**src/dual_channel_byte_fifo_with_end_marker_defines.svh**
```systemverilog
`ifndef DUAL_CHANNEL_BYTE_FIFO_WITH_END_MARKER_DEFINES_SVH
`define DUAL_CHANNEL_BYTE_FIFO_WITH_END_MARKER_DEFINES_SVH

// same-cycle implication, checked outside reset
`define DCBF_ASSERT_NOW(label, ante, cons, msg) \
    label: assert property (@(posedge aclk) disable iff (!aresetn) (ante) |-> (cons)) \
        else $error(msg);

// next-cycle implication, checked outside reset
`define DCBF_ASSERT_NEXT(label, ante, cons, msg) \
    label: assert property (@(posedge aclk) disable iff (!aresetn) (ante) |=> (cons)) \
        else $error(msg);

`endif

```
**src/dcbf_pkg.sv**
```systemverilog
`timescale 1ns / 1ps

package dcbf_pkg;

    localparam int FIFO_DEPTH = 64;
    localparam int PTR_W      = (FIFO_DEPTH > 1) ? $clog2(FIFO_DEPTH) : 1;
    localparam int CNT_W      = $clog2(FIFO_DEPTH + 1);
    localparam int ADDR_W     = $clog2(2 * FIFO_DEPTH);
    localparam int IDX_W      = 6;
    localparam int CNT_OUT_W  = 7;

    typedef enum logic [2:0] {
        FN_PUSH    = 3'd0,
        FN_POP     = 3'd1,
        FN_SET_END = 3'd2,
        FN_QUERY   = 3'd3,
        FN_CLEAR   = 3'd4
    } func_t;

    typedef enum logic [0:0] {
        ST_IDLE = 1'b0,
        ST_EXEC = 1'b1
    } state_t;

    typedef struct packed {
        logic load;
        logic exec;
    } ctl_cmd_t;

    typedef struct packed {
        logic out_free;
    } dp_stat_t;

    function automatic logic [PTR_W-1:0] ptr_advance(input logic [PTR_W-1:0] p);
        logic [PTR_W-1:0] r;
        if (p == PTR_W'(FIFO_DEPTH - 1)) begin
            r = '0;
        end else begin
            r = p + PTR_W'(1);
        end
        return r;
    endfunction

endpackage

```
**src/dcbf_ctrl.sv**
```systemverilog
`timescale 1ns / 1ps

module dcbf_ctrl (
    input  logic               aclk,
    input  logic               aresetn,
    input  logic               s_valid,
    input  dcbf_pkg::dp_stat_t stat,
    output dcbf_pkg::ctl_cmd_t cmd,
    output logic               s_ready
);
    import dcbf_pkg::*;

    state_t state_reg;
    state_t state_next;

    always_ff @(posedge aclk) begin
        if (!aresetn) begin
            state_reg <= ST_IDLE;
        end else begin
            state_reg <= state_next;
        end
    end

    always_comb begin
        state_next = state_reg;
        case (state_reg)
            ST_IDLE: begin
                if (s_valid) begin
                    state_next = ST_EXEC;
                end
            end
            ST_EXEC: begin
                // stay until the result register can take the word
                if (stat.out_free) begin
                    state_next = ST_IDLE;
                end
            end
            default: begin
                state_next = ST_IDLE;
            end
        endcase
    end

    always_comb begin
        s_ready  = 1'b0;
        cmd.load = 1'b0;
        cmd.exec = 1'b0;
        case (state_reg)
            ST_IDLE: begin
                s_ready  = 1'b1;
                cmd.load = s_valid;
            end
            ST_EXEC: begin
                cmd.exec = stat.out_free;
            end
            default: begin
                s_ready = 1'b0;
            end
        endcase
    end

endmodule

```
**src/dcbf_datapath.sv**
```systemverilog
`timescale 1ns / 1ps

module dcbf_datapath (
    input  logic               aclk,
    input  logic               aresetn,
    input  logic               cfg_wr_en,
    input  logic [7:0]         cfg_wr_data,
    input  logic [2:0]         s_func,
    input  logic               s_channel,
    input  logic [7:0]         s_data_in,
    input  logic               s_flag_value,
    input  dcbf_pkg::ctl_cmd_t cmd,
    output dcbf_pkg::dp_stat_t stat,
    input  logic               m_ready,
    output logic               m_valid,
    output logic [7:0]         m_read_byte,
    output logic               m_push_dropped,
    output logic               m_is_full,
    output logic               m_is_empty,
    output logic               m_end_seen,
    output logic [5:0]         m_head_index,
    output logic [5:0]         m_tail_index,
    output logic [6:0]         m_fill_count
);
    import dcbf_pkg::*;

    logic [7:0]       mem [2*FIFO_DEPTH];
    logic [7:0]       rdata_reg;

    logic [7:0]       eol_char_reg;
    logic [PTR_W-1:0] wr_ptr_reg [2];
    logic [PTR_W-1:0] rd_ptr_reg [2];
    logic [1:0]       full_reg;
    logic [1:0]       end_reg;

    func_t            func_reg;
    logic             ch_reg;
    logic [7:0]       data_reg;
    logic             flag_reg;

    logic             m_valid_reg;
    logic [7:0]       read_byte_reg;
    logic             dropped_reg;
    logic             full_out_reg;
    logic             empty_out_reg;
    logic             end_out_reg;
    logic [5:0]       head_reg;
    logic [5:0]       tail_reg;
    logic [6:0]       count_reg;

    logic [PTR_W-1:0] wp;
    logic [PTR_W-1:0] rp;
    logic             full;
    logic             endm;
    logic [PTR_W-1:0] wp_next;
    logic [PTR_W-1:0] rp_next;
    logic             full_next;
    logic             end_next;
    logic             empty_next;
    logic [CNT_W-1:0] count_next;
    logic [7:0]       rd_byte;
    logic             dropped;
    logic             wr_en;
    logic [7:0]       wr_byte;
    logic [ADDR_W-1:0] rd_addr;
    logic [ADDR_W-1:0] wr_addr;
    logic [IDX_W+PTR_W-1:0]     head_pad;
    logic [IDX_W+PTR_W-1:0]     tail_pad;
    logic [CNT_OUT_W+CNT_W-1:0] count_pad;

    assign stat.out_free = !m_valid_reg || m_ready;

    // read address comes straight off the port so the byte is ready next cycle
    assign rd_addr = s_channel ? (ADDR_W'(FIFO_DEPTH) + ADDR_W'(rd_ptr_reg[s_channel]))
                               : ADDR_W'(rd_ptr_reg[s_channel]);
    assign wr_addr = ch_reg ? (ADDR_W'(FIFO_DEPTH) + ADDR_W'(wp)) : ADDR_W'(wp);

    always_ff @(posedge aclk) begin
        if (cmd.load) begin
            rdata_reg <= mem[rd_addr];
        end
        if (cmd.exec && wr_en) begin
            mem[wr_addr] <= wr_byte;
        end
    end

    always_ff @(posedge aclk) begin
        if (cmd.load) begin
            func_reg <= func_t'(s_func);
            ch_reg   <= s_channel;
            data_reg <= s_data_in;
            flag_reg <= s_flag_value;
        end
    end

    always_comb begin
        wp         = wr_ptr_reg[ch_reg];
        rp         = rd_ptr_reg[ch_reg];
        full       = full_reg[ch_reg];
        endm       = end_reg[ch_reg];
        wp_next    = wp;
        rp_next    = rp;
        full_next  = full;
        end_next   = endm;
        rd_byte    = '0;
        dropped    = 1'b0;
        wr_en      = 1'b0;
        wr_byte    = data_reg;
        case (func_reg)
            FN_PUSH: begin
                if (full) begin
                    dropped = 1'b1;
                end else begin
                    // end character goes in as zero and raises the flag
                    if (data_reg == eol_char_reg) begin
                        wr_byte  = '0;
                        end_next = 1'b1;
                    end
                    wr_en     = 1'b1;
                    wp_next   = ptr_advance(wp);
                    full_next = (ptr_advance(wp) == rp);
                end
            end
            FN_POP: begin
                if (!((wp == rp) && !full)) begin
                    rd_byte   = rdata_reg;
                    rp_next   = ptr_advance(rp);
                    full_next = 1'b0;
                end
            end
            FN_SET_END: begin
                end_next = flag_reg;
            end
            FN_CLEAR: begin
                wp_next   = '0;
                rp_next   = '0;
                full_next = 1'b0;
                end_next  = 1'b0;
            end
            default: begin
                end_next = endm;
            end
        endcase

        empty_next = (wp_next == rp_next) && !full_next;
        if (full_next) begin
            count_next = CNT_W'(FIFO_DEPTH);
        end else if (wp_next >= rp_next) begin
            count_next = CNT_W'(wp_next - rp_next);
        end else begin
            count_next = CNT_W'(FIFO_DEPTH) - CNT_W'(rp_next - wp_next);
        end

        head_pad  = {{IDX_W{1'b0}}, wp_next};
        tail_pad  = {{IDX_W{1'b0}}, rp_next};
        count_pad = {{CNT_OUT_W{1'b0}}, count_next};
    end

    always_ff @(posedge aclk) begin
        if (!aresetn) begin
            eol_char_reg  <= 8'd10;
            wr_ptr_reg[0] <= '0;
            wr_ptr_reg[1] <= '0;
            rd_ptr_reg[0] <= '0;
            rd_ptr_reg[1] <= '0;
            full_reg      <= '0;
            end_reg       <= '0;
            m_valid_reg   <= 1'b0;
        end else begin
            if (cfg_wr_en) begin
                eol_char_reg <= cfg_wr_data;
            end
            if (cmd.exec) begin
                wr_ptr_reg[ch_reg] <= wp_next;
                rd_ptr_reg[ch_reg] <= rp_next;
                full_reg[ch_reg]   <= full_next;
                end_reg[ch_reg]    <= end_next;
                m_valid_reg        <= 1'b1;
            end else if (m_ready) begin
                m_valid_reg <= 1'b0;
            end
        end
    end

    always_ff @(posedge aclk) begin
        if (cmd.exec) begin
            read_byte_reg <= rd_byte;
            dropped_reg   <= dropped;
            full_out_reg  <= full_next;
            empty_out_reg <= empty_next;
            end_out_reg   <= end_next;
            head_reg      <= head_pad[IDX_W-1:0];
            tail_reg      <= tail_pad[IDX_W-1:0];
            count_reg     <= count_pad[CNT_OUT_W-1:0];
        end
    end

    assign m_valid        = m_valid_reg;
    assign m_read_byte    = read_byte_reg;
    assign m_push_dropped = dropped_reg;
    assign m_is_full      = full_out_reg;
    assign m_is_empty     = empty_out_reg;
    assign m_end_seen     = end_out_reg;
    assign m_head_index   = head_reg;
    assign m_tail_index   = tail_reg;
    assign m_fill_count   = count_reg;

endmodule

```
**src/dual_channel_byte_fifo_with_end_marker.sv**
```systemverilog
// Two byte FIFOs of 64 entries each, receive on channel 0 and transmit on channel 1, sharing
// one byte store. Each input word runs one operation (push, pop, set end flag, query, clear)
// on the FIFO its channel bit selects and returns one result word with the byte popped and
// the status after the operation. A pushed byte equal to the end character is stored as zero
// and sets the end flag; a push into a full FIFO is dropped and flagged; a pop from an empty
// FIFO returns zero. Each word first reads the shared store at the selected read position into
// its output register, then updates the pointers and loads the result register; the next word
// is accepted only once this update is done. The result register holds a finished word while
// the next input word is accepted; the block stalls only if that result is still waiting when
// the next one is done. The end character, written through cfg_wr_en and cfg_wr_data, resets
// to 10; the user must write it only while the block is idle; the block does not enforce it.
`timescale 1ns / 1ps
`include "dual_channel_byte_fifo_with_end_marker_defines.svh"

module dual_channel_byte_fifo_with_end_marker (
    input  logic       aclk,
    input  logic       aresetn,
    input  logic       cfg_wr_en,
    input  logic [7:0] cfg_wr_data,
    input  logic       s_valid,
    output logic       s_ready,
    input  logic [2:0] s_func,
    input  logic       s_channel,
    input  logic [7:0] s_data_in,
    input  logic       s_flag_value,
    output logic       m_valid,
    input  logic       m_ready,
    output logic [7:0] m_read_byte,
    output logic       m_push_dropped,
    output logic       m_is_full,
    output logic       m_is_empty,
    output logic       m_end_seen,
    output logic [5:0] m_head_index,
    output logic [5:0] m_tail_index,
    output logic [6:0] m_fill_count
);
    import dcbf_pkg::*;

    ctl_cmd_t cmd;
    dp_stat_t stat;

    dcbf_ctrl u_ctrl (
        .aclk    (aclk),
        .aresetn (aresetn),
        .s_valid (s_valid),
        .stat    (stat),
        .cmd     (cmd),
        .s_ready (s_ready)
    );

    dcbf_datapath u_datapath (
        .aclk           (aclk),
        .aresetn        (aresetn),
        .cfg_wr_en      (cfg_wr_en),
        .cfg_wr_data    (cfg_wr_data),
        .s_func         (s_func),
        .s_channel      (s_channel),
        .s_data_in      (s_data_in),
        .s_flag_value   (s_flag_value),
        .cmd            (cmd),
        .stat           (stat),
        .m_ready        (m_ready),
        .m_valid        (m_valid),
        .m_read_byte    (m_read_byte),
        .m_push_dropped (m_push_dropped),
        .m_is_full      (m_is_full),
        .m_is_empty     (m_is_empty),
        .m_end_seen     (m_end_seen),
        .m_head_index   (m_head_index),
        .m_tail_index   (m_tail_index),
        .m_fill_count   (m_fill_count)
    );

    // a word just accepted keeps the input side closed for its update cycle
    `DCBF_ASSERT_NEXT(a_busy_after_load, s_valid && s_ready, !s_ready, "input open during update")
    `DCBF_ASSERT_NOW(a_full_empty_excl, m_valid, !(m_is_full && m_is_empty), "full and empty")
    `DCBF_ASSERT_NOW(a_empty_count, m_valid && m_is_empty, m_fill_count == 7'd0, "empty count")
    `DCBF_ASSERT_NOW(a_drop_when_full, m_valid && m_push_dropped, m_is_full, "drop not full")

endmodule
```
**config.mk**
```make
export PLATFORM = sky130hd
export DESIGN_NAME = dual_channel_byte_fifo_with_end_marker
export DESIGN_NICKNAME = d
export VERILOG_FILES = /design/src/dcbf_pkg.sv /design/src/dcbf_ctrl.sv /design/src/dcbf_datapath.sv /design/src/dual_channel_byte_fifo_with_end_marker.sv
export VERILOG_INCLUDE_DIRS = /design/src /design/src/src
export SDC_FILE = /design/constraint.sdc
export NUM_CORES = 2
export LEC_CHECK = 0
export CAP_MARGIN = 15
export CORE_MARGIN = 4
export CORE_UTILIZATION = 45
export CTS_CLUSTER_DIAMETER = 80
export DETAILED_ROUTE_END_ITERATION = 16
export DONT_BUFFER_PORTS = 1
export GPL_ROUTABILITY_DRIVEN = 0
export PLACE_DENSITY = 0.56
export SLEW_MARGIN = 20
export SYNTH_ARGS = -nofsm -noshare
export SYNTH_HDL_FRONTEND = slang
export SYNTH_SLANG_ARGS = --single-unit
```
**constraint.sdc**
```tcl
create_clock -name aclk -period 5.35 [get_ports aclk]
set_input_delay 1.07 -clock aclk [delete_from_list [all_inputs] [get_ports aclk]]
set_output_delay 1.07 -clock aclk [all_outputs]
set_load 0.05 [all_outputs]
```
==> out/metrics.csv <==
metric;value;unit
cp_slowest_cell;dfxtp_1;
finish.net_count;2538;
period_share;0.886;
clock.fmax;211;MHz
setup_violations;0;
portBuffers;0;
finalPower;0.0190;W
drc_errors;0;
antenna_left;0;
cts_buffer_depth;3;
startpoint_type;flip-flop;
crit_type;flip-flop to flip-flop;
wirelength;113;mm
ys_types;69;
timing.final.hold_violations;0;
synth_area;44400;um2
worstPathArrival;5.19;ns
post-route-min-period;4.74;ns
area_delta_synth_final;12.0;%
ys.flop_type;edfxtp_1;
hpwlAfterDp;71.2;mm
htreeDepth;3;
firstDrtPassIters;6;
syn_inst;2442;
postCtsSetupRepairBufs;0;
vias;23100;
ys_ff_latch;1115;
wire_per_inst;29.1;um
path_delay_family;compound AO/OA/AOI/OAI gates;
num_rows;114;
maxCapViolCount;0;
r2r_slack;0.61;ns
drive_gt1_frac;0.182;
largest_reg_flops;1024;
diodes;0;
vdd_drop_max;0.271;mV
synth-seq-area-share;0.751;
grt_max_degree;129;
initial_core_util;0.456;
cts_resized;0;
tightestPinTransition;1.11;ns
antenna_found_initial;4;
cts_buffers;113;
pin_count;59;
cts-hold-fix-buffers;0;
drtIter0Drc;2338;
synthArstFlopShare;0;
cts_sinks;1115;
synth-edff-count;1100;
path_cells;buf_4 > mux2i_2 > xnor2_1 > and3_1 > a211oi_4 > nand2_1 > o2bb2ai_1 > inv_1 > ha_1 > inv_1 > fa_1 > a21o_1 > a21o_1 > nand2_1 > a21bo_2 > o31ai_1 > a21oi_1 > o21bai_1;
dieArea;104000;um2
final_max_slew_viol_count;0;
worst_setup_path_end_kind;flip-flop;
grt_pass1_vias;23700;
powerDensity;382;nW/um2
synth_nets;2477;
grt_remaining_overflow;0;
status;finished, final reports clean;
critical_path.max_stage_delay;0.91;ns
synth_warnings;0;
root_buffer;clkbuf_16;
avgSynthCellArea;18.2;um2
cts_tree;done;
clk_latency;0.70;ns
cp_data_required_time;5.80;ns
die_w;322;um
worstPathMaxFanout;16;
dpl_cell_area;46000;um2
max_slew_margin;0.255;
clk_transition_reported_paths;0.06;ns
design_area;49700;um2
grt_first_pass_wirelength;165;mm
die_h;322;um
rsz0062_at_grt;no;
design.core.area;97300;um2
leakage;15.6;nW
viasPerCell;5.97;
hold_class;input port to flip-flop;
fin_skew;0.0420;ns
path_buf_inv;3;
grt_usage;0.219;
fin_tns_setup;0;ns
## cells in the mapped netlist, types with 10 or more instances
master / number / area, um2
nor2_1: 198 / 743
o2111ai_1: 10 / 87.6
mux4_2: 204 / 4590
nor3_1: 15 / 75.1
a2111oi_0: 13 / 114
nand2_1: 241 / 905
edfxtp_1: 1100 / 33000
xnor2_1: 18 / 158
a21oi_1: 78 / 390
o22ai_1: 16 / 100
buf_4: 29 / 218
dfxtp_1: 15 / 300
a22oi_1: 37 / 278
nor4_1: 11 / 68.8
a31oi_1: 20 / 125
and2_1: 17 / 106
buf_2: 29 / 145
clkbuf_1: 42 / 158
nor2b_1: 17 / 106
nand3_1: 54 / 270
mux2i_1: 72 / 721
inv_1: 26 / 97.6
a211oi_1: 12 / 90.1
o21ai_0: 24 / 120
buf_6: 13 / 146
## per-layer routing
layer  vias up  part of all wire  track usage
met5         -           0.00016            0
met4         4             0.028       0.0619
met3       179             0.080       0.0505
met2       944              0.47        0.343
met1     12100              0.42        0.312
li1       9890                 -            -
## worst register-to-register path, cell delays in order (launching register included)
cell	delay, ns
dfxtp_1	0.91
buf_4	0.32
mux2i_2	0.42
xnor2_1	0.10
and3_1	0.23
a211oi_4	0.46
nand2_1	0.14
o2bb2ai_1	0.21
inv_1	0.12
ha_1	0.17
inv_1	0.07
fa_1	0.43
a21o_1	0.18
a21o_1	0.18
nand2_1	0.13
a21bo_2	0.15
o31ai_1	0.06
a21oi_1	0.16
o21bai_1	0.08
## metrics by stage
stage / utilization / std cells / hold slack, ns / worst slack, ns
after floorplan: - / 2442 / 0.441 / 0.463
after global placement: 0.473 / 3663 / 0.451 / 0.803
after detailed placement: 0.473 / 3664 / 0.465 / 0.719
after CTS: 0.511 / 3872 / 0.392 / 0.714
after global routing: 0.511 / 3872 / 0.400 / 0.337
final: 0.511 / 3872 / 0.436 / 0.609
## report_power, final
group / internal, W / total [W] / switching (W)
logic: 0.000489 / 0.00142 / 0.000930
registers: 0.00969 / 0.00981 / 0.000120
clock network: 0.00446 / 0.00774 / 0.00327
## area by class of cell
cell class              instances  area (um2)
fillers                      7842       47600
flip-flops and latches       1115       33300
multi-input cells            1182       10400
clock buffers                 138        2960
well taps                    1276        1600
clock inverters                70         693
repair buffers                 64         631
inverters                      27         101
## kinds of logic (layout without fill, tap and decap cells)
kind of cell    Yosys count  after routing  synth area share
flops                  1115           1115             0.751
simple gates            586            586            0.0571
mux                     296            296             0.126
compound gates          272            272            0.0415
buf+inv                 145            299            0.0178
xor+xnor                 19             19           0.00375
fa+ha+maj                 9              9           0.00271
## cell usage in the layout, fill, tap and decap left out, types with 9 or more instances in the layout
| cell | netlist | final |
|---|---|---|
| buf_4 | 29 | 52 |
| a211oi_1 | 12 | 12 |
| edfxtp_1 | 1100 | 1100 |
| nand2_1 | 241 | 240 |
| mux4_2 | 204 | 204 |
| a21oi_1 | 78 | 78 |
| nand3b_1 | 9 | 9 |
| xnor2_1 | 18 | 18 |
| mux2i_1 | 72 | 70 |
| and3_1 | 9 | 9 |
| clkbuf_16 | 0 | 113 |
| and2_1 | 17 | 17 |
| inv_1 | 26 | 26 |
| buf_12 | 0 | 12 |
| clkinv_2 | 0 | 21 |
| clkinv_1 | 0 | 27 |
| o22ai_1 | 16 | 16 |
| a22oi_1 | 37 | 37 |
| clkbuf_1 | 42 | 21 |
| nor2_1 | 198 | 197 |
| nor4_1 | 11 | 11 |
| nand3_1 | 54 | 54 |
| nor3_1 | 15 | 15 |
| o2111ai_1 | 10 | 10 |
| bufinv_16 | 0 | 11 |
| a31oi_1 | 20 | 20 |
| o21ai_0 | 24 | 23 |
| a2111oi_0 | 13 | 13 |
| dfxtp_1 | 15 | 15 |
## final timing paths
kind | startpoint | end | cells past startpoint
max | flip-flop | u_datapath.m_fill_count[6] | 18
min | aresetn | u_datapath.eol_char_reg[1] | 1
max reg2reg | flip-flop | u_datapath.m_fill_count[6] | 18
min reg2reg | u_datapath.end_reg[1] | u_datapath.end_reg[1] | 2
Power figures use the tool's default switching activity.
